## src/sv/pmfill_pkg.sv

```systemverilog
// shared constants, payload types and control encodings for the page-mode frame store fill block
`default_nettype none

package pmfill_pkg;

   localparam int MAX_WIDTH   = 128;
   localparam int MAX_HEIGHT  = 64;
   localparam int PAGES       = (MAX_HEIGHT + 7) / 8;
   localparam int STORE_DEPTH = MAX_WIDTH * PAGES;

   localparam int ADDR_BITS  = $clog2(STORE_DEPTH);
   localparam int W_BITS     = $clog2(MAX_WIDTH + 1);
   localparam int H_BITS     = $clog2(MAX_HEIGHT + 1);
   localparam int COL_BITS   = $clog2(MAX_WIDTH);
   localparam int ROW_BITS   = $clog2(MAX_HEIGHT);
   localparam int PAGE_BITS  = (PAGES > 1) ? $clog2(PAGES) : 1;
   localparam int LIMIT_BITS = W_BITS + H_BITS;

   localparam int COORD_BITS = 16;
   localparam int SPAN_BITS  = COORD_BITS + 1;
   localparam int INDEX_BITS = 10;

   localparam int DISP_W_BITS    = 8;
   localparam int DISP_H_BITS    = 7;
   localparam int CSR_DATA_BITS  = 8;
   localparam int CSR_INDEX_BITS = 1;

   localparam logic [CSR_INDEX_BITS-1:0] CSR_DISPLAY_WIDTH  = 1'd0;
   localparam logic [CSR_INDEX_BITS-1:0] CSR_DISPLAY_HEIGHT = 1'd1;

   localparam logic [DISP_W_BITS-1:0] RESET_WIDTH  = 8'd128;
   localparam logic [DISP_H_BITS-1:0] RESET_HEIGHT = 7'd64;

   localparam logic [1:0] MODE_PLOT  = 2'd0;
   localparam logic [1:0] MODE_FILL  = 2'd1;
   localparam logic [1:0] MODE_CLEAR = 2'd2;
   localparam logic [1:0] MODE_READ  = 2'd3;

   localparam int QUEUE_DEPTH = 2;
   localparam int QPTR_BITS   = $clog2(QUEUE_DEPTH);
   localparam int QCNT_BITS   = $clog2(QUEUE_DEPTH + 1);

   typedef struct packed {
      logic [1:0]                   mode;
      logic signed [COORD_BITS-1:0] pos_x;
      logic signed [COORD_BITS-1:0] pos_y;
      logic signed [COORD_BITS-1:0] rect_width;
      logic signed [COORD_BITS-1:0] rect_height;
      logic                         lit;
      logic [INDEX_BITS-1:0]        byte_index;
   } req_type;

   typedef struct packed {
      logic       status;
      logic [7:0] read_data;
   } rsp_type;

   typedef enum logic [1:0] {
      JOB_REPLY,
      JOB_FILL,
      JOB_CLEAR,
      JOB_READ
   } job_kind_type;

   typedef struct packed {
      job_kind_type         kind;
      logic                 status;
      logic                 lit;
      logic [COL_BITS-1:0]  col_lo;
      logic [COL_BITS-1:0]  col_last;
      logic [ROW_BITS-1:0]  row_lo;
      logic [ROW_BITS-1:0]  row_last;
      logic [ADDR_BITS-1:0] addr;
   } job_type;

   typedef enum logic [2:0] {
      ST_SWEEP,
      ST_IDLE,
      ST_FILL_RD,
      ST_FILL_WR,
      ST_READ_RD,
      ST_READ_DONE
   } back_state_type;

endpackage

`default_nettype wire

```

## src/sv/pmfill_queue.sv

```systemverilog
// short job queue between the front end and the store engine
`default_nettype none

module pmfill_queue import pmfill_pkg::*; (
   input  wire logic    clock,
   input  wire logic    reset,
   input  wire logic    push,
   input  wire job_type push_job,
   output logic         full,
   input  wire logic    pop,
   output job_type      pop_job,
   output logic         empty
);

   job_type                entry_ff [QUEUE_DEPTH];
   logic [QPTR_BITS-1:0]   wr_ptr_ff, wr_ptr_in;
   logic [QPTR_BITS-1:0]   rd_ptr_ff, rd_ptr_in;
   logic [QCNT_BITS-1:0]   count_ff, count_in;
   logic                   do_push, do_pop;

   assign full    = (count_ff == QCNT_BITS'(QUEUE_DEPTH));
   assign empty   = (count_ff == '0);
   assign do_push = push && !full;
   assign do_pop  = pop && !empty;
   assign pop_job = entry_ff[rd_ptr_ff];

   always_comb begin
      wr_ptr_in = wr_ptr_ff;
      rd_ptr_in = rd_ptr_ff;
      count_in  = count_ff;
      if (do_push) begin
         wr_ptr_in = (wr_ptr_ff == QPTR_BITS'(QUEUE_DEPTH - 1)) ? '0 : wr_ptr_ff + 1'b1;
      end
      if (do_pop) begin
         rd_ptr_in = (rd_ptr_ff == QPTR_BITS'(QUEUE_DEPTH - 1)) ? '0 : rd_ptr_ff + 1'b1;
      end
      if (do_push && !do_pop) begin
         count_in = count_ff + 1'b1;
      end else if (do_pop && !do_push) begin
         count_in = count_ff - 1'b1;
      end
   end

   always_ff @(posedge clock) begin
      if (reset) begin
         wr_ptr_ff <= '0;
         rd_ptr_ff <= '0;
         count_ff  <= '0;
      end else begin
         wr_ptr_ff <= wr_ptr_in;
         rd_ptr_ff <= rd_ptr_in;
         count_ff  <= count_in;
      end
      if (do_push) begin
         entry_ff[wr_ptr_ff] <= push_job;
      end
   end

endmodule

`default_nettype wire

```

## config.mk

```make
export PLATFORM = sky130hd
export DESIGN_NAME = pmfill_queue
export DESIGN_NICKNAME = d
export VERILOG_FILES = /design/src/sv/pmfill_pkg.sv /design/src/sv/pmfill_queue.sv
export SDC_FILE = /design/constraint.sdc
export NUM_CORES = 1
export LEC_CHECK = 0
export ABC_CLOCK_PERIOD_IN_PS = 3100
export BUFFER_PORTS_ARGS = -buffer_cell sky130_fd_sc_hd__buf_2
export CAP_MARGIN = 10
export CELL_PAD_IN_SITES_DETAIL_PLACEMENT = 0
export CELL_PAD_IN_SITES_GLOBAL_PLACEMENT = 1
export CORE_ASPECT_RATIO = 2
export CORE_MARGIN = 2
export CORE_UTILIZATION = 46
export CTS_CLUSTER_DIAMETER = 30
export DETAILED_ROUTE_END_ITERATION = 8
export PLACE_DENSITY = 0.92
export SYNTH_ARGS = -nofsm -noshare
export SYNTH_HDL_FRONTEND = slang
export SYNTH_SLANG_ARGS = --single-unit
```

## constraint.sdc

```tcl
create_clock -name clock -period 3.1 [get_ports clock]
set_input_delay 0.31 -clock clock [delete_from_list [all_inputs] [get_ports clock]]
set_output_delay 0.31 -clock clock [all_outputs]
set_load 0.005 [all_outputs]
```

==> results of run 1 <==
critical path: cells and delay by family, from the launching register on:
| kind | cells | cell delay [ns] |
|---|---|---|
| buffers and inverters | 1 | 0.13 |
| flip-flops | 1 | 0.94 |
| multiplexers | 1 | 0.43 |
per-stage QoR:
| stage | instances | instance area (um^2) |
|---|---|---|
| floorplan | 149 | 3090 |
| global placement | 319 | 3620 |
| detailed placement | 319 | 3620 |
| CTS | 335 | 3890 |
| global route | 335 | 3890 |
| finish | 335 | 3890 |
sequential cells by signal (all words and copies together), names as in the netlist, named ones only:
name and flops:
entry_ff 80, count_ff 2, rd_ptr_ff 1, wr_ptr_ff 1
report_power, final:
part / total (uW) / switching, uW / internal, uW / leakage [uW]
sequential: 1560 / 111 / 1450 / 0.000789
combinational: 632 / 278 / 355 / 0.000541
clock: 955 / 369 / 586 / 0.000134
total: 3150 / 758 / 2390 / 0.00146
worst paths after layout:
check               start  slack [ns]  cells after the start               to
max                  flop        0.96                      2      pop_job[12]
min          push_job[25]        0.18                      1  entry_ff[0][25]
max reg2reg   count_ff[1]        1.26                      3  entry_ff[1][16]
min reg2reg     wr_ptr_ff        0.49                      2        wr_ptr_ff
metal layers:
layer,GRT usage,vias up
li1,-,761
met1,0.158,776
met2,0.242,46
met3,0.0453,13
met4,0.0838,0
met5,0,-
placed cells by master (no fill, tap or decap), types with 2 or more instances in the layout:
cell and instances:
buf_2 85, or3_1 2, mux2_2 40, clkbuf_16 9, xor2_1 3, edfxtp_1 80, o21ai_0 3, clkbuf_1 4
a21oi_1 2, dfxtp_1 4, clkbuf_8 2, nor2_1 5
kinds of logic after synthesis:
kind of cell | count (synthesis)
buf+inv | 6
flops | 85
fa+ha+maj | 1
mux | 40
simple gates | 9
xor+xnor | 3
compound gates | 5
layout make-up:
type,instances,share of cell area
inverter,2,0.00193
sequential,85,0.644
clock inverter,1,0.00129
tap,88,0.0283
multi-input combinational,58,0.144
clock buffer,15,0.0689
timing repair buffer,86,0.111
==> results.yml, run 1 <==
run_status:
  status: "finished, final reports clean"
power:
  p_per_area_mw_per_mm2: 809
  ir_drop_uv: 674
  finalPower_uw: 3150
  power_leakage_uw: 0.00146
logic_synthesis:
  synth.distinct_cells: 13
  syn_inst: 149
  synth_compound_area_frac: 0.00810
  synth_top_area_share: 0.777
  synthMuxAreaShare: 0.146
  synth_area_mm2: 0.00309
  yosysTopAreaCell: "edfxtp_1"
  synth_common_cells: "80 x edfxtp_1, 40 x mux2_2, 5 x dfxtp_1, 5 x nor2_1, 4 x buf_2"
  synth_top_family_by_area: "multiplexers"
  async_flop_share: 0
  ys_seq_area_frac: 0.810
  ys_ff_latch: 85
  yosys-top-cells-area: "edfxtp_1 78%, mux2_2 15%, dfxtp_1 3.2%"
  synth-adder-area-share: 0.00405
  synth_simple_gate_area_frac: 0.0150
  syn_nets: 194
  synth-edff-count: 80
  yosys_warnings: 0
  synth_top_flop_cell: "edfxtp_1"
  synth_xor_area_frac: 0.00850
  synth.most_common_cell: "edfxtp_1"
  avgSynthCellArea_um2: 20.7
grt:
  grt_max_degree: 41
  grt_pass1_vias: 1569
  grt.overflow.total: 0
  track_usage: 0.147
  grt_pass1_wl_mm: 7.52
  grt_antenna_before_repair: 0
layout:
  diodes: 0
  fin_nets: 287
  fillers: 507
  fin_util: 0.592
  seqCellArea_mm2: 0.00250
  syn_to_final_growth_pct: 25.8
  layout-drive-gt1-share: 0.571
  multi_input_area_um2: 562
floorplan:
  fp.dieW_um: 62.0
  die_area_mm2: 0.00743
  initial_utilization: 0.470
  io_pins: 86
  die_y_um: 120
  core_region_area_mm2: 0.00657
  fp-row-count: 42
sta:
  setup_viol: 0
  skew_ns: 0.00448
  fin_ws_ns: 0.958
  timing.hold.ws_ns: 0.176
  rsz0062_at_grt: "false"
  hold_violations: 0
  max_clock_freq_ghz: 0.467
  drv_slew: 0
  fin_setup_tns_ns: 0
  relSlewSlack: 0.355
  worstMarginPinSlew_ns: 0.968
  fin_crit_ns: 2.14
  min_period_over_period: 0.691
route:
  drcViolationCount: 0
  ant_nets: 0
  routed_wl_mm: 5.02
  dr.max_layer_used: "met4"
  viasPerCell: 4.76
  drt-met1-wl_mm: 1.85
  wl_met3_um: 208
  dr.first_iter.drc_count: 58
  wire_per_inst_um: 15.0
  dr_total_vias: 1596
  wl_met2_mm: 2.82
  dr.pass1.iters: 5
job:
  drv_cap: 0
min_path:
  hold_path.class: "in2reg"
clocking:
  clk_path_buf_depth: 2
  cts_resized: 0
  cts_tree: "yes"
  root_buffer: "clkbuf_16"
  clock_sinks: 85
  post_cts_buffers: 0
  cts_buffers: 9
  clk_pin_slew_ns: 0.06
  cts_htree_levels: 3
  ctsHoldBuffers: 0
  clk_latency_ns: 0.32
critical_path:
  criticalPathCategory: "reg2out"
  cp_cell_sequence: "mux2_2, buf_2"
  arrival_ns: 1.83
  cp_max_fo: 40
  cpPeakStageDelay_ns: 0.94
  end_kind: "primary output"
  worst_path_max_delay_cell: "dfxtp_2"
  worstPathRequired_ns: 2.79
  critical_path.startpoint_type: "flop"
place:
  port-buffer-count: 85
  hpwl_mm: 3.33
  place.gp.congestion: 0.718
  dp_slack_ns: 1.24
Note: power is estimated with default switching activity, not from simulation.
==> inputs of run 2 (changes only) <==
--- a/config.mk
+++ b/config.mk
@@ -5,17 +5,17 @@
 export SDC_FILE = /design/constraint.sdc
 export NUM_CORES = 1
 export LEC_CHECK = 0
-export ABC_CLOCK_PERIOD_IN_PS = 3100
+export ABC_CLOCK_PERIOD_IN_PS = 2130
 export BUFFER_PORTS_ARGS = -buffer_cell sky130_fd_sc_hd__buf_2
 export CAP_MARGIN = 10
 export CELL_PAD_IN_SITES_DETAIL_PLACEMENT = 0
 export CELL_PAD_IN_SITES_GLOBAL_PLACEMENT = 1
 export CORE_ASPECT_RATIO = 2
 export CORE_MARGIN = 2
-export CORE_UTILIZATION = 46
+export CORE_UTILIZATION = 43
 export CTS_CLUSTER_DIAMETER = 30
 export DETAILED_ROUTE_END_ITERATION = 8
-export PLACE_DENSITY = 0.92
+export PLACE_DENSITY = 0.87
 export SYNTH_ARGS = -nofsm -noshare
 export SYNTH_HDL_FRONTEND = slang
 export SYNTH_SLANG_ARGS = --single-unit
==> constraint.sdc (replaced) <==
create_clock -name clock -period 2.13 [get_ports clock]
set_input_delay 0.213 -clock clock [delete_from_list [all_inputs] [get_ports clock]]
set_output_delay 0.213 -clock clock [all_outputs]
set_load 0.005 [all_outputs]
==> results.yml, run 2 (synthesis gave the netlist of run 1 again) <==
layout:
  largest_reg_flops: 80
  fin_area_mm2: 0.00394
  layout-drive-gt1-share: 0.586
  reg_top3: "entry_ff (80), count_ff (2)"
  diodes: 0
  top_register: "entry_ff"
  fillers: 559
  syn_to_final_growth_pct: 27.6
  layout_commonest_cell: "buf_2"
  layout_common_cells: "85 x buf_2, 80 x edfxtp_1, 40 x mux2_2"
  fin_nets: 291
clocking:
  clock_sinks: 85
  cts_htree_levels: 3
  clk_pin_slew_ns: 0.06
  clk_latency_ns: 0.33
  ctsHoldBuffers: 0
  root_buffer: "clkbuf_16"
  clk_path_buf_depth: 2
  cts_resized: 0
  cts_buffers: 9
  post_cts_buffers: 0
  cts_tree: "yes"
floorplan:
  fp.dieW_um: 63.9
  initial_utilization: 0.445
  die_y_um: 124
  die_area_mm2: 0.00792
  core_region_area_mm2: 0.00694
  io_pins: 86
  fp-row-count: 43
critical_path:
  end_kind: "primary output"
  worst_path_max_delay_cell: "mux2_2"
  cp_cell_sequence: "buf_4, mux2_2, buf_2"
  r2r-start: "count_ff[0]"
  criticalPathCategory: "reg2out"
  cpLargestDelayFamily: "buffers and inverters"
  cp_max_fo: 23
  arrival_ns: 1.46
  worstPathRequired_ns: 1.92
  critical_path.startpoint_type: "flop"
  crit_buf_inv: 2
  cpPeakStageDelay_ns: 0.39
sta:
  relSlewSlack: 0.775
  hold_violations: 0
  timing.hold.ws_ns: 0.0679
  fin_setup_tns_ns: 0
  fin_ws_ns: 0.455
  drv_slew: 0
  skew_ns: 0.00528
  worstMarginPinSlew_ns: 0.338
  fin_crit_ns: 1.67
  max_clock_freq_ghz: 0.597
  rsz0062_at_grt: "false"
  min_period_over_period: 0.786
  setup_viol: 0
grt:
  grt_antenna_before_repair: 0
  grt_pass1_wl_mm: 8.02
  track_usage: 0.145
  grt_max_degree: 41
  grt_pass1_vias: 1715
  grt.overflow.total: 0
route:
  ant_nets: 0
  viasPerCell: 4.79
  routed_wl_mm: 5.31
  dr.pass1.iters: 4
  dr_total_vias: 1635
  dr.first_iter.drc_count: 50
  wire_per_inst_um: 15.6
  drcViolationCount: 0
place:
  place.gp.congestion: 0.739
  placement.cell_area_mm2: 0.00366
  port-buffer-count: 85
  dp_slack_ns: 0.526
  hpwl_mm: 3.66
power:
  p_per_area_mw_per_mm2: 1190
  power_leakage_uw: 0.00150
  finalPower_uw: 4690
  ir_drop_uv: 865
min_path:
  min_from: "push_job[37]"
  hold_path.class: "in2reg"
job:
  drv_cap: 0
run_status:
  status: "finished, final reports clean"
==> run 2: path summary, 6_finish.rpt <==
check / end / slack (ns) / depth (start not counted)
setup / recovery: pop_job[15] / 0.46 / 3
hold / removal: entry_ff[1][37] / 0.07 / 1
setup reg to reg: entry_ff[0][24] / 0.53 / 4
hold reg to reg: wr_ptr_ff / 0.48 / 2
==> run 2: stage by stage <==
step / utilization / cells
final: 0.568 / 341
after global routing: 0.568 / 341
after CTS: 0.568 / 341
after detailed placement: 0.527 / 325
after global placement: 0.527 / 325
after floorplan: - / 149
==> run 2: layout make-up <==
cell class | instances | area, um^2 | share of cell area
clock buffers | 10 | 229 | 0.0581
repair buffers | 90 | 475 | 0.121
well taps | 90 | 113 | 0.0286
clock inverters | 6 | 53.8 | 0.0136
flip-flops and latches | 85 | 2500 | 0.635
inverters | 2 | 7.51 | 0.00190
multi-input cells | 58 | 562 | 0.142
==> run 2: layer usage <==
metal / vias to the layer above / part of all wire / global-route usage
met1: 804 / 0.33 / 0.137
met3: 9 / 0.050 / 0.0461
met5: - / 0 / 0
met4: 0 / 0.030 / 0.105
li1: 774 / - / -
met2: 48 / 0.59 / 0.257
==> run 2: worst register-to-register path, cell delays in order, from the launching register on <==
cell and delay (ns):
dfxtp_1 0.42, nor2b_2 0.09, or3_1 0.34, inv_1 0.08, buf_4 0.32
==> run 2: power by group <==
part           total, uW  internal, uW  switching (uW)
clock               1460           894             564
sequential          2170          2100            65.4
combinational       1060           547             514
==> inputs of run 3 (changes only) <==
--- a/config.mk
+++ b/config.mk
@@ -5,7 +5,7 @@
 export SDC_FILE = /design/constraint.sdc
 export NUM_CORES = 1
 export LEC_CHECK = 0
-export ABC_CLOCK_PERIOD_IN_PS = 2130
+export ABC_CLOCK_PERIOD_IN_PS = 1700
 export BUFFER_PORTS_ARGS = -buffer_cell sky130_fd_sc_hd__buf_2
 export CAP_MARGIN = 10
 export CELL_PAD_IN_SITES_DETAIL_PLACEMENT = 0
==> constraint.sdc (replaced) <==
create_clock -name clock -period 1.7 [get_ports clock]
set_input_delay 0.17 -clock clock [delete_from_list [all_inputs] [get_ports clock]]
set_output_delay 0.17 -clock clock [all_outputs]
set_load 0.005 [all_outputs]
==> results.yml, run 3 (synthesis gave the netlist of run 1 again) <==
clocking:
  cts_buffers: 9
  clk_path_buf_depth: 2
  clk_latency_ns: 0.33
  clk_pin_slew_ns: 0.06
  cts_htree_levels: 3
  cts_tree: "yes"
  clock_sinks: 85
  root_buffer: "clkbuf_16"
route:
  drcViolationCount: 0
  wire_per_inst_um: 15.9
  dr.first_iter.drc_count: 63
  dr.pass1.iters: 4
  ant_nets: 0
  routed_wl_mm: 5.42
  viasPerCell: 4.76
  dr_total_vias: 1629
floorplan:
  die_area_mm2: 0.00792
  die_y_um: 124
  fp.dieW_um: 63.9
  initial_utilization: 0.445
  core_region_area_mm2: 0.00694
  io_pins: 86
  fp-row-count: 43
grt:
  grt.overflow.total: 0
  top_usage_layer: "met2"
  grt_max_degree: 26
  grt_pass1_vias: 1705
  globalRouteMet2Util: 0.272
  met1_usage: 0.139
  track_usage: 0.147
  grt_antenna_before_repair: 0
  use_met3: 0.0443
  grt_pass1_wl_mm: 8.18
critical_path:
  reg2regPathDepth: 4
  reg2reg_to: "entry_ff[0][20]"
  r2r_slack_ns: 0.12
  arrival_ns: 1.41
  r2r-start: "count_ff[0]"
  end_kind: "primary output"
  worstPathRequired_ns: 1.53
  cp_max_fo: 25
  critical_path.startpoint_type: "flop"
  criticalPathCategory: "reg2out"
place:
  hpwl_mm: 3.96
  port-buffer-count: 85
  place.gp.congestion: 0.756
layout:
  layout-drive-gt1-share: 0.599
  layout_commonest_cell: "buf_2"
  diodes: 0
  top_register: "entry_ff"
  largest_reg_flops: 80
  fin_util: 0.579
  fin_nets: 292
  syn_to_final_growth_pct: 30.0
  reg_top3: "entry_ff (80), count_ff (2)"
  layout_common_cells: "85 x buf_2, 80 x edfxtp_1, 40 x mux2_2"
sta:
  setup_viol: 0
  hold_violations: 0
  fin_setup_tns_ns: 0
  drv_slew: 0
  min_period_over_period: 0.932
  relSlewSlack: 0.804
  fin_crit_ns: 1.58
  max_clock_freq_ghz: 0.631
  skew_ns: 0.00452
  rsz0062_at_grt: "false"
  worstMarginPinSlew_ns: 0.290
job:
  drv_cap: 0
run_status:
  status: "finished, final reports clean"
min_path:
  whs_endpoint: "entry_ff[0][27]"
  hold_path.class: "in2reg"
  min_path_cells: 1
  min_from: "push_job[27]"
power:
  finalPower_uw: 6110
  p_per_area_mw_per_mm2: 1520
  power_leakage_uw: 0.00152
  ir_drop_uv: 815
==> run 3: cell count changes in the layout (fill, tap and decap cells not counted) <==
cell and change:
clkinvlp_4 +3, buf_6 +1, buf_4 -2, clkbuf_1 -1, buf_12 +2, clkinv_2 -1
clkinv_1 -1, inv_1 -1, bufinv_16 +1
==> run 3: per-layer routing <==
| metal | wire (um) | share of wire | up-vias |
|---|---|---|---|
| met5 | 0 | 0 | - |
| li1 | - | - | 780 |
| met4 | 110 | 0.020 | 0 |
| met3 | 243 | 0.045 | 8 |
| met1 | 1840 | 0.34 | 792 |
| met2 | 3230 | 0.60 | 49 |
==> run 3: layout make-up <==
class                   instances  area (um^2)
well taps                      90          113
clock buffers                   9          225
flip-flops and latches         85         2500
repair buffers                 91          512
clock inverters                 7         90.1
multi-input cells              58          562
inverters                       2         11.3
fillers                       547         2920
==> run 3: power breakdown <==
part	leakage (uW)	switching (uW)	total [uW]	internal, uW
sequential	0.000789	82.1	2720	2630
clock	0.000151	729	2010	1280
combinational	0.000577	656	1380	728
total	0.00152	1470	6110	4640
==> run 3: what timing repair did <==
item	4_1_cts	5_1_grt
hold buffers	0	0
resized for setup	0	1
setup buffers	0	0
setup endpoints to repair	0	20
==> run 3: worst max path at each step <==
stage / from / end / slack [ns] / cells past startpoint
final: flop / pop_job[18] / 0.12 / 3
after global routing: count_ff[1] / count_ff[1] / 0.03 / 5
after CTS: flop / pop_job[22] / 0.005 / 3
after detailed placement: count_ff[0] / entry_ff[0][0] / 0.12 / 4
after global placement: count_ff[1] / entry_ff[0][26] / 0.16 / 4
after floorplan: count_ff[1] / entry_ff[0][0] / 0.04 / 3
==> run 3: stage by stage <==
stage	setup slack, ns	cells	instance area (um^2)	hold slack, ns
after CTS	0.00472	342	4010	0.00789
after floorplan	0.0354	149	3100	0.239
after global placement	0.163	326	3700	0.359
after detailed placement	0.121	326	3700	0.363
after global routing	0.0332	342	4020	0.0154
final	0.115	342	4020	0.0240
==> run 3: critical path, cell delays in order (launching register included) <==
cell	delay [ns]
dfxtp_2	0.33
buf_6	0.24
mux2_2	0.38
buf_2	0.13
