### config.mk
export PLATFORM = sky130hd
export DESIGN_NAME = pmfill_front
export DESIGN_NICKNAME = d
export VERILOG_FILES = /design/src/sv/pmfill_pkg.sv /design/src/sv/pmfill_front.sv
export SDC_FILE = /design/constraint.sdc
export NUM_CORES = 1
export LEC_CHECK = 0
export ABC_CLOCK_PERIOD_IN_PS = 8160
export BUFFER_PORTS_ARGS = -buffer_cell sky130_fd_sc_hd__buf_2
export CAP_MARGIN = 20
export CORE_ASPECT_RATIO = 0.8
export CORE_UTILIZATION = 55
export DETAILED_ROUTE_END_ITERATION = 6
export GPL_ROUTABILITY_DRIVEN = 0
export PLACE_DENSITY_LB_ADDON = 0.08
export SLEW_MARGIN = 10
export SYNTH_ARGS = -nofsm -noshare
export SYNTH_HDL_FRONTEND = slang
export SYNTH_SLANG_ARGS = --single-unit
### constraint.sdc
create_clock -name clock -period 8.16 [get_ports clock]
set_input_delay 1.632 -clock clock [delete_from_list [all_inputs] [get_ports clock]]
set_output_delay 1.632 -clock clock [all_outputs]
set_load 0.05 [all_outputs]
### src/sv/pmfill_pkg.sv
// shared constants, payload types and control encodings for the page-mode frame store fill block
`default_nettype none

package pmfill_pkg;

   localparam int MAX_WIDTH   = 128;
   localparam int MAX_HEIGHT  = 64;
   localparam int PAGES       = (MAX_HEIGHT + 7) / 8;
   localparam int STORE_DEPTH = MAX_WIDTH * PAGES;

   localparam int ADDR_BITS  = $clog2(STORE_DEPTH);
   localparam int W_BITS     = $clog2(MAX_WIDTH + 1);
   localparam int H_BITS     = $clog2(MAX_HEIGHT + 1);
   localparam int COL_BITS   = $clog2(MAX_WIDTH);
   localparam int ROW_BITS   = $clog2(MAX_HEIGHT);
   localparam int PAGE_BITS  = (PAGES > 1) ? $clog2(PAGES) : 1;
   localparam int LIMIT_BITS = W_BITS + H_BITS;

   localparam int COORD_BITS = 16;
   localparam int SPAN_BITS  = COORD_BITS + 1;
   localparam int INDEX_BITS = 10;

   localparam int DISP_W_BITS    = 8;
   localparam int DISP_H_BITS    = 7;
   localparam int CSR_DATA_BITS  = 8;
   localparam int CSR_INDEX_BITS = 1;

   localparam logic [CSR_INDEX_BITS-1:0] CSR_DISPLAY_WIDTH  = 1'd0;
   localparam logic [CSR_INDEX_BITS-1:0] CSR_DISPLAY_HEIGHT = 1'd1;

   localparam logic [DISP_W_BITS-1:0] RESET_WIDTH  = 8'd128;
   localparam logic [DISP_H_BITS-1:0] RESET_HEIGHT = 7'd64;

   localparam logic [1:0] MODE_PLOT  = 2'd0;
   localparam logic [1:0] MODE_FILL  = 2'd1;
   localparam logic [1:0] MODE_CLEAR = 2'd2;
   localparam logic [1:0] MODE_READ  = 2'd3;

   localparam int QUEUE_DEPTH = 2;
   localparam int QPTR_BITS   = $clog2(QUEUE_DEPTH);
   localparam int QCNT_BITS   = $clog2(QUEUE_DEPTH + 1);

   typedef struct packed {
      logic [1:0]                   mode;
      logic signed [COORD_BITS-1:0] pos_x;
      logic signed [COORD_BITS-1:0] pos_y;
      logic signed [COORD_BITS-1:0] rect_width;
      logic signed [COORD_BITS-1:0] rect_height;
      logic                         lit;
      logic [INDEX_BITS-1:0]        byte_index;
   } req_type;

   typedef struct packed {
      logic       status;
      logic [7:0] read_data;
   } rsp_type;

   typedef enum logic [1:0] {
      JOB_REPLY,
      JOB_FILL,
      JOB_CLEAR,
      JOB_READ
   } job_kind_type;

   typedef struct packed {
      job_kind_type         kind;
      logic                 status;
      logic                 lit;
      logic [COL_BITS-1:0]  col_lo;
      logic [COL_BITS-1:0]  col_last;
      logic [ROW_BITS-1:0]  row_lo;
      logic [ROW_BITS-1:0]  row_last;
      logic [ADDR_BITS-1:0] addr;
   } job_type;

   typedef enum logic [2:0] {
      ST_SWEEP,
      ST_IDLE,
      ST_FILL_RD,
      ST_FILL_WR,
      ST_READ_RD,
      ST_READ_DONE
   } back_state_type;

endpackage

`default_nettype wire

### src/sv/pmfill_front.sv
// front end: takes command beats, checks bounds, clips rectangles and forms jobs
`default_nettype none

module pmfill_front import pmfill_pkg::*; (
   input  wire logic              clock,
   input  wire logic              reset,
   input  wire logic              hold,
   input  wire logic              push,
   output logic                   ready,
   input  wire req_type           req,
   input  wire logic [W_BITS-1:0] w_eff,
   input  wire logic [H_BITS-1:0] h_eff,
   output logic                   q_push,
   input  wire logic              q_full,
   output job_type                q_job
);

   logic    valid_ff, valid_in;
   job_type job_ff, job_in;
   logic    accept;

   logic signed [SPAN_BITS-1:0] sx, sy, sw, sh, w_span, h_span;
   logic signed [SPAN_BITS-1:0] xe, ye, x0, y0, x1, y1, x_last, y_last;
   logic                        plot_ok, fill_some, read_ok;
   logic [LIMIT_BITS-1:0]       area;

   assign ready  = !hold && (!valid_ff || !q_full);
   assign accept = push && ready;
   assign q_push = valid_ff;
   assign q_job  = job_ff;

   always_comb begin
      sx     = $signed({req.pos_x[COORD_BITS-1], req.pos_x});
      sy     = $signed({req.pos_y[COORD_BITS-1], req.pos_y});
      sw     = $signed({req.rect_width[COORD_BITS-1], req.rect_width});
      sh     = $signed({req.rect_height[COORD_BITS-1], req.rect_height});
      w_span = $signed(SPAN_BITS'(w_eff));
      h_span = $signed(SPAN_BITS'(h_eff));

      xe     = sx + sw;
      ye     = sy + sh;
      x0     = sx[SPAN_BITS-1] ? '0 : sx;
      y0     = sy[SPAN_BITS-1] ? '0 : sy;
      x1     = (xe > w_span) ? w_span : xe;
      y1     = (ye > h_span) ? h_span : ye;
      x_last = x1 - SPAN_BITS'(1);
      y_last = y1 - SPAN_BITS'(1);

      plot_ok   = !sx[SPAN_BITS-1] && (sx < w_span) && !sy[SPAN_BITS-1] && (sy < h_span);
      fill_some = (x0 < x1) && (y0 < y1);

      area    = LIMIT_BITS'(w_eff) * LIMIT_BITS'(h_eff);
      read_ok = (32'(req.byte_index) < 32'(area >> 3)) &&
                (32'(req.byte_index) < STORE_DEPTH);

      job_in          = job_ff;
      job_in.kind     = JOB_REPLY;
      job_in.status   = 1'b0;
      job_in.lit      = req.lit;
      job_in.col_lo   = '0;
      job_in.col_last = '0;
      job_in.row_lo   = '0;
      job_in.row_last = '0;
      job_in.addr     = ADDR_BITS'(req.byte_index);

      case (req.mode)
         MODE_PLOT: begin
            if (plot_ok) begin
               job_in.kind     = JOB_FILL;
               job_in.col_lo   = COL_BITS'(sx);
               job_in.col_last = COL_BITS'(sx);
               job_in.row_lo   = ROW_BITS'(sy);
               job_in.row_last = ROW_BITS'(sy);
            end else begin
               job_in.status = 1'b1;
            end
         end
         MODE_FILL: begin
            if (fill_some) begin
               job_in.kind     = JOB_FILL;
               job_in.col_lo   = COL_BITS'(x0);
               job_in.col_last = COL_BITS'(x_last);
               job_in.row_lo   = ROW_BITS'(y0);
               job_in.row_last = ROW_BITS'(y_last);
            end
         end
         MODE_CLEAR: begin
            job_in.kind = JOB_CLEAR;
         end
         MODE_READ: begin
            if (read_ok) begin
               job_in.kind = JOB_READ;
            end else begin
               job_in.status = 1'b1;
            end
         end
         default: begin
            job_in.kind = JOB_REPLY;
         end
      endcase
   end

   always_comb begin
      if (accept) begin
         valid_in = 1'b1;
      end else if (!q_full) begin
         valid_in = 1'b0;
      end else begin
         valid_in = valid_ff;
      end
   end

   always_ff @(posedge clock) begin
      if (reset) begin
         valid_ff <= 1'b0;
      end else begin
         valid_ff <= valid_in;
      end
      if (accept) begin
         job_ff <= job_in;
      end
   end

endmodule

`default_nettype wire

==> results.toml, run 1 <==
[detailed_routing]
wl_per_cell_um = 17.1
avgViaCountPerCell = 5.95
wl_um = 20100
drc = 0
drt_pre_antenna_iters = 5
dr.first_iter.drc_count = 553
ant_nets = 0
via_count = 6975

[cells_and_area]
fillerInstances = 1180
syn_to_final_growth_pct = 13.1
nNetsFinal = 1254
diodes = 0
multi_input_area_um2 = 5890
finalInstanceArea_um2 = 8510
drive_above_1_share_pct = 17.5
final_common_cell = "buf_2"
ff_latch_area_um2 = 1220
layout_common_cells = "buf_2, ha_1, inv_1, nand2_1, a21oi_1"

[worst_setup_path]
cpLargestDelayFamily = "compound AO/OA/AOI/OAI gates"
cp.arrival_ns = 7.72
crit_slowest_cell = "nor4_4"
max_stage_delay_ns = 0.53
cpMostUsedCell = "ha_1"
startpoint_type = "input pin"
r2r_setup_slack_ns = 6.46
crit_fanout = 8
critPathKind = "input pin to register"
crit-reg2reg-capture = "q_job[11]"
ff2ff_path_depth = 2
worstReg2RegStart = "q_push"
worstSetupEndpointType = "register"
critPathRequiredTime_ns = 8.31
critPathBufInv = 3

[clocking]
post-cts-setup-buffers = 0
worstSkewPairLatency_ns = 0.28
htree_levels = 2
cts_buffer_depth = 2
post_cts_resized = 0
clock-sinks = 41
numCtsBuffers = 5
cts_tree = "yes"
holdBufCountCts = 0
clk_pin_slew_ns = 0.06
ctsRootBufferMaster = "clkbuf_16"

[yosys]
yosysUniqueCellTypes = 74
synth_enable_flop_cells = 40
syn_avg_cell_area_um2 = 8.61
yosys_warnings = 0
yosysSeqAreaShare_pct = 16.2
synth_area_um2 = 7520
ys_seq_elements = 41
synth_nets = 1131
async_flop_share_pct = 0
synth_cells = 874
ys.flop_type = "edfxtp_1"

[global_route]
grt-ovfl-total = 0
grt_pass1_wl_um = 33400
grt_pass1_vias = 6795
globalRouteTotalUtil_pct = 29.3
grt_max_degree = 42
antenna_found_initial = 0

[power_and_ir_drop]
power_mw = 1.30
powerDensity_nw_per_um2 = 153
ir_worst_vdd_uv = 97.0
power.leakage_nw = 4.09

[job]
maxCapViolations = 0

[placed_design]
pre_cts_ws_ns = 0.352
portBuffers = 138
place_area_um2 = 8370
hpwl_um = 16300

[timing]
hold_viol = 0
slew_viol_final = 0
skew_ns = 0.00386
holdWs_ns = 0.526
period_needed_ns = 7.57
layout_setup_ws_ns = 0.590
worst_slew_pin_slew_ns = 0.997
slew_headroom_pct = 33.5
fmax_mhz = 132
rsz0062_at_grt = "no"
fin_crit_sh_pct = 92.8
tns_ns = 0
setup_violations = 0

[floorplan]
rows = 37
die_h_um = 107
die-width_um = 133
ios = 139
start_util_pct = 57.4
die_area_um2 = 14200
core-area_um2 = 13100

[outcome]
status = "finished, final reports clean"

[hold_path]
holdPathEnd = "q_push"
hp-start = "q_push"
whs_path_depth = 2
hold_class = "register to register"
==> worst max path at each step <==
stage	startpoint	endpoint	slack (ns)	cells after the start
finish	req[59]	q_job[19]	0.59	28
global route	req[59]	q_job[21]	0.12	27
CTS	req[59]	q_job[19]	0.65	28
detailed placement	req[59]	q_job[19]	0.35	28
global placement	req[59]	q_job[18]	0.61	28
floorplan	req[27]	q_job[11]	1.02	28
==> metrics by stage <==
stage               util, %  instances
global placement       63.9       1165
CTS                    65.0       1173
detailed placement     63.9       1165
floorplan                 -        874
finish                 65.0       1173
global route           65.0       1173
==> cell type report <==
type,count,share of cell area (%)
clock buffer,7,1.56
inverter,79,3.48
clock inverter,1,0.0882
tap,175,2.57
timing repair buffer,145,8.73
multi-input combinational,725,69.2
sequential,41,14.4
==> cell families (layout without fill, tap and decap cells) <==
kind of cell	Yosys count	in the layout	synth area share, %
multiplexers	14	14	1.96
buffers and inverters	108	232	5.49
adder cells (fa/ha/maj)	160	160	29.7
XOR/XNOR	44	44	5.12
AO/OA/AOI/OAI	243	243	23.4
AND/OR/NAND/NOR	264	264	18.1
flip-flops	41	41	16.2
==> tightest hold or removal path, cell delays in order, from the launching register on <==
cell	delay [ns]
dfxtp_1	0.35
a21oi_1	0.07
nor2_1	0.07
==> synth_stat cells, types with 6 or more instances <==
library cell	number	area share [%]
nand2b_1	14	1.2
nor4_1	7	0.58
nand4_1	9	0.75
edfxtp_1	40	16
a211oi_1	10	1.0
nor2b_1	29	2.4
a22o_1	12	1.4
and3_1	6	0.50
fa_1	31	8.3
a21o_1	33	3.3
o211ai_1	11	1.1
nand2_1	76	3.8
and2_1	18	1.5
clkbuf_1	25	1.2
ha_1	129	21
nor3_1	16	1.1
o21ai_0	33	2.2
xor2_1	21	2.4
nor2_1	43	2.1
nand3_1	21	1.4
xnor2_1	23	2.7
inv_1	79	3.9
a21oi_1	56	3.7
o21a_1	16	1.6
mux2i_1	11	1.5
==> sequential cells by signal (all words and copies together) (netlist names) <==
register / flops
q_job: 40
q_push: 1
==> where the power goes <==
part / total [mW] / switching [mW] / internal (mW)
clock network: 0.194 / 0.0805 / 0.114
registers: 0.247 / 0.00359 / 0.244
logic: 0.858 / 0.504 / 0.354
==> routing by layer <==
metal | routed length [µm] | track usage, % | part of all wire (%)
met1 | 9820 | 43.2 | 49
met2 | 8370 | 44.5 | 42
met3 | 1560 | 5.20 | 7.8
met4 | 309 | 5.75 | 1.5
met5 | 0 | 0 | 0
Power figures use the tool's default switching activity.
==> inputs of run 2 (changes only) <==
PLACE_DENSITY = 0.85   (was default)
PLACE_DENSITY_LB_ADDON = default   (was 0.08)
==> run 2 against run 1 <==
Compared with the run above: critical path depth decreased by 1; via count rose by 4.6%; total power up 3.7%; combinational power up 1%; die area stayed put; sequential share of layout area hardly changed; cell area increased by 0.26%; non-clock buffer count is the same; hold slack worse by 0.0048 ns; critical path type unchanged.
==> results.toml, run 2 (same netlist as run 1, synthesis figures left out) <==
[cells_and_area]
fillerInstances = 1110
layout_common_cells = "buf_2, ha_1, inv_1, nand2_1, a21oi_1"
syn_to_final_growth_pct = 13.4
largest_register_ffs = 40
diodes = 0
stdcell_count = 1173
final_common_cell = "buf_2"
ff_latch_area_um2 = 1220
multi_input_area_um2 = 5890
nNetsFinal = 1254
drive_above_1_share_pct = 17.5
fin_util_pct = 65.1

[placed_design]
hpwl_um = 16500
pre_cts_ws_ns = 0.300
portBuffers = 138
place_inst = 1165

[power_and_ir_drop]
ir_worst_vdd_uv = 120
power.leakage_nw = 4.10
power_mw = 1.35
power.clock.fraction_pct = 17.1
seqPwrFrac_pct = 18.3
p_switching_mw = 0.606
p_comb_share_pct = 64.6
powerDensity_nw_per_um2 = 158
p_int_mw = 0.742
switching_share_pct = 45.0

[worst_setup_path]
ff2ff_path_depth = 2
max_stage_delay_ns = 0.57
r2r_setup_slack_ns = 6.50
cpLargestDelayFamily = "compound AO/OA/AOI/OAI gates"
startpoint_type = "input pin"
crit_slowest_cell = "or4_1"
critPathRequiredTime_ns = 8.29
crit_fanout = 9
critPathBufInv = 2
cp.arrival_ns = 7.81
cp-startpoint = "req[59]"
critPathKind = "input pin to register"
worstSetupEndpointType = "register"
worstReg2RegStart = "q_push"
crit-reg2reg-capture = "q_job[13]"

[timing]
skew_ns = 0.00760
fin_crit_sh_pct = 94.1
tns_ns = 0
slew_viol_final = 0
period_needed_ns = 7.68
hold_viol = 0
worst_slew_pin_slew_ns = 0.959
layout_setup_ws_ns = 0.479
slew_headroom_pct = 36.0
fmax_mhz = 130
setup_violations = 0
rsz0062_at_grt = "no"

[global_route]
grt_max_degree = 42
grt_pass1_wl_um = 33900
grt-ovfl-total = 0
globalRouteTotalUtil_pct = 29.8
grt_pass1_vias = 7045
antenna_found_initial = 0

[detailed_routing]
wl_per_cell_um = 17.9
via_count = 7299
drt_pre_antenna_iters = 6
drc = 0
avgViaCountPerCell = 6.22
wl_um = 20900
dr.first_iter.drc_count = 711
ant_nets = 0

[floorplan]
start_util_pct = 57.4
rows = 37
die_h_um = 107
die-width_um = 133
ios = 139
die_area_um2 = 14200
core-area_um2 = 13100

[hold_path]
whs_path_depth = 2
hold_class = "register to register"
hp-start = "q_push"
holdPathEnd = "q_push"

[clocking]
post_cts_resized = 0
cts_tree = "yes"
clk_pin_slew_ns = 0.06
cts_buffer_depth = 2
htree_levels = 2
post-cts-setup-buffers = 0
clock-sinks = 41
worstSkewPairLatency_ns = 0.29
ctsRootBufferMaster = "clkbuf_16"
numCtsBuffers = 5
holdBufCountCts = 0

[outcome]
status = "finished, final reports clean"

[job]
maxCapViolations = 0
==> run 2: cell types whose count changed in the layout (fill, tap and decap cells not counted) <==
| cell | change |
|---|---|
| bufinv_16 | +1 |
| clkbuf_1 | -1 |
| clkinv_1 | +1 |
| clkinvlp_4 | -1 |
==> run 2: worst min-delay path: stages (launching register included) <==
cell and delay, ns:
dfxtp_1 0.34, a21oi_1 0.07, nor2_1 0.07
==> run 2: area by class of cell <==
cell class,count,area share (%)
multi-input combinational,725,69.0
clock inverter,2,0.396
tap,175,2.57
sequential,41,14.3
clock buffer,6,1.51
timing repair buffer,145,8.71
inverter,79,3.48
==> run 2: how the worst max path moves through the flow <==
stage          cells past startpoint  slack (ns)         to
2_1_floorplan                     28        1.02  q_job[11]
3_3_place_gp                      28        0.57  q_job[29]
3_5_place_dp                      28        0.30  q_job[33]
4_1_cts                           27        0.53  q_job[23]
5_1_grt                           27        0.05  q_job[29]
6_report                          27        0.48  q_job[23]
==> run 2: stage by stage <==
step	area, µm²	hold WS, ns
final	8530	0.521
after global routing	8530	0.551
after CTS	8530	0.529
after detailed placement	8370	0.515
after global placement	8370	0.496
after floorplan	7520	0.740
==> run 2: power by group through the flow <==
stage,sequential (mW),clock (mW),combinational (mW)
after floorplan,0.289,0,0.607
after global placement,0.251,0,0.824
after detailed placement,0.252,0,0.842
after CTS,0.247,0.229,0.861
after global routing,0.248,0.234,0.974
final,0.247,0.230,0.870
==> run 2: metal layers <==
metal | vias up | track usage (%) | share of wire (%)
li1 | 3439 | - | -
met2 | 388 | 48.5 | 44
met3 | 77 | 5.96 | 10
met1 | 3395 | 38.9 | 42
met5 | - | 0 | 0
met4 | 0 | 11.7 | 3.6
==> inputs of run 3 (changes only) <==
REMOVE_ABC_BUFFERS = 1   (was default)
==> run 3 against run 2 <==
Compared with the run above: the flow now finishes with violations (DRC); maximum frequency rose by 1.6%; total power rose by 2.4%; global-route usage fell by 0.41 points; count of clock-buffer cells in the layout fell by 1; critical path depth rose by 2; core utilization rose by 0.12 points; clock skew barely moved; critical endpoint unchanged; highest routed layer unchanged.
==> results.toml, run 3 (same netlist as run 1, synthesis figures left out) <==
[outcome]
violations = "DRC"
status = "finished with violations"

[floorplan]
start_util_pct = 57.4
ios = 139
die_h_um = 107
rows = 37
die_area_um2 = 14200
die-width_um = 133
core-area_um2 = 13100

[global_route]
grt_pass1_vias = 6713
grt-ovfl-total = 0
globalRouteTotalUtil_pct = 29.4
grt_pass1_wl_um = 33300
grt_max_degree = 42
antenna_found_initial = 0

[worst_setup_path]
worstSetupEndpointType = "register"
critPathRequiredTime_ns = 8.29
crit-reg2reg-capture = "q_job[23]"
crit_slowest_cell = "or4_1"
crit_fanout = 7
worstReg2RegStart = "q_push"
cp-startpoint = "req[59]"
startpoint_type = "input pin"
cp.arrival_ns = 7.68
cp-endpoint = "q_job[23]"
r2r_setup_slack_ns = 6.52
critPathKind = "input pin to register"
cpMostUsedCell = "ha_1"
max_stage_delay_ns = 0.55
ff2ff_path_depth = 2

[timing]
slew_viol_final = 0
period_needed_ns = 7.56
fmax_mhz = 132
skew_ns = 0.00784
tns_ns = 0
worst_slew_pin_slew_ns = 0.955
hold_viol = 0
layout_setup_ws_ns = 0.601
setup_violations = 0
fin_crit_sh_pct = 92.6
rsz0062_at_grt = "no"
slew_headroom_pct = 36.3

[detailed_routing]
dr.first_iter.drc_count = 841
via_count = 7172
ant_nets = 0
drt_pre_antenna_iters = 7
avgViaCountPerCell = 6.12
wl_per_cell_um = 17.5
drc = 17
wl_um = 20500

[clocking]
ctsRootBufferMaster = "clkbuf_16"
post_cts_resized = 0
clk_pin_slew_ns = 0.06
numCtsBuffers = 5
cts_tree = "yes"
clock-sinks = 41
worstSkewPairLatency_ns = 0.29
post-cts-setup-buffers = 0
holdBufCountCts = 0
cts_buffer_depth = 2
htree_levels = 2

[job]
maxCapViolations = 0

[placed_design]
portBuffers = 138
pre_cts_ws_ns = 0.376
hpwl_um = 15900

[cells_and_area]
drive_above_1_share_pct = 17.6
nNetsFinal = 1252
fillerInstances = 1052
final_common_cell = "buf_2"
layout_common_cells = "buf_2, ha_1, inv_1, nand2_1, a21oi_1"
largest_register_ffs = 40
syn_to_final_growth_pct = 13.6
diodes = 0

[power_and_ir_drop]
powerDensity_nw_per_um2 = 161
power.leakage_nw = 4.11
ir_worst_vdd_uv = 109

[hold_path]
hold_class = "register to register"
whs_path_depth = 2
hp-start = "q_push"
==> run 3: how the worst min path moves through the flow <==
| stage | end |
|---|---|
| 3_5_place_dp | q_push |
| 3_3_place_gp | q_push |
| 6_report | q_push |
| 4_1_cts | q_push |
| 2_1_floorplan | q_push |
| 5_1_grt | q_push |
==> run 3: routing by layer <==
| metal | share of wire, % | global-route usage (%) |
|---|---|---|
| met3 | 10 | 4.49 |
| met2 | 43 | 46.8 |
| met1 | 44 | 41.1 |
| met5 | 0 | 0 |
| met4 | 3.2 | 8.78 |
==> run 3: worst max-delay path: cells and delay by family <==
kind / cells / cell delay [ns]
AOI/OAI and AO/OA: 14 / 2.77
xor gates and xnor gates: 1 / 0.22
and+or+nand+nor: 6 / 1.13
muxes: 1 / 0.33
adders and majority gates: 4 / 1.20
buffers and inverters: 3 / 0.41
==> run 3: area by class of cell <==
type | count | area, µm² | share of cell area, %
tap | 175 | 219 | 2.56
clock inverter | 3 | 68.8 | 0.805
clock buffer | 5 | 125 | 1.46
sequential | 41 | 1220 | 14.3
timing repair buffer | 143 | 728 | 8.52
multi-input combinational | 725 | 5890 | 68.9
inverter | 79 | 297 | 3.47
==> run 3: per-stage QoR <==
| stage | util (%) | instances | cell area, µm² | hold WS [ns] | power (mW) |
|---|---|---|---|---|---|
| after detailed placement | 63.8 | 1163 | 8350 | 0.511 | 1.09 |
| after CTS | 65.2 | 1171 | 8550 | 0.526 | 1.37 |
| after floorplan | - | 845 | 7410 | 0.740 | 0.886 |
| after global routing | 65.2 | 1171 | 8550 | 0.562 | 1.49 |
| final | 65.2 | 1171 | 8550 | 0.520 | 1.38 |
| after global placement | 63.8 | 1163 | 8350 | 0.498 | 1.07 |
==> run 3: power by group <==
group	total (mW)	internal, mW	switching, mW
logic	0.865	0.354	0.511
clock network	0.268	0.177	0.0912
registers	0.247	0.244	0.00349
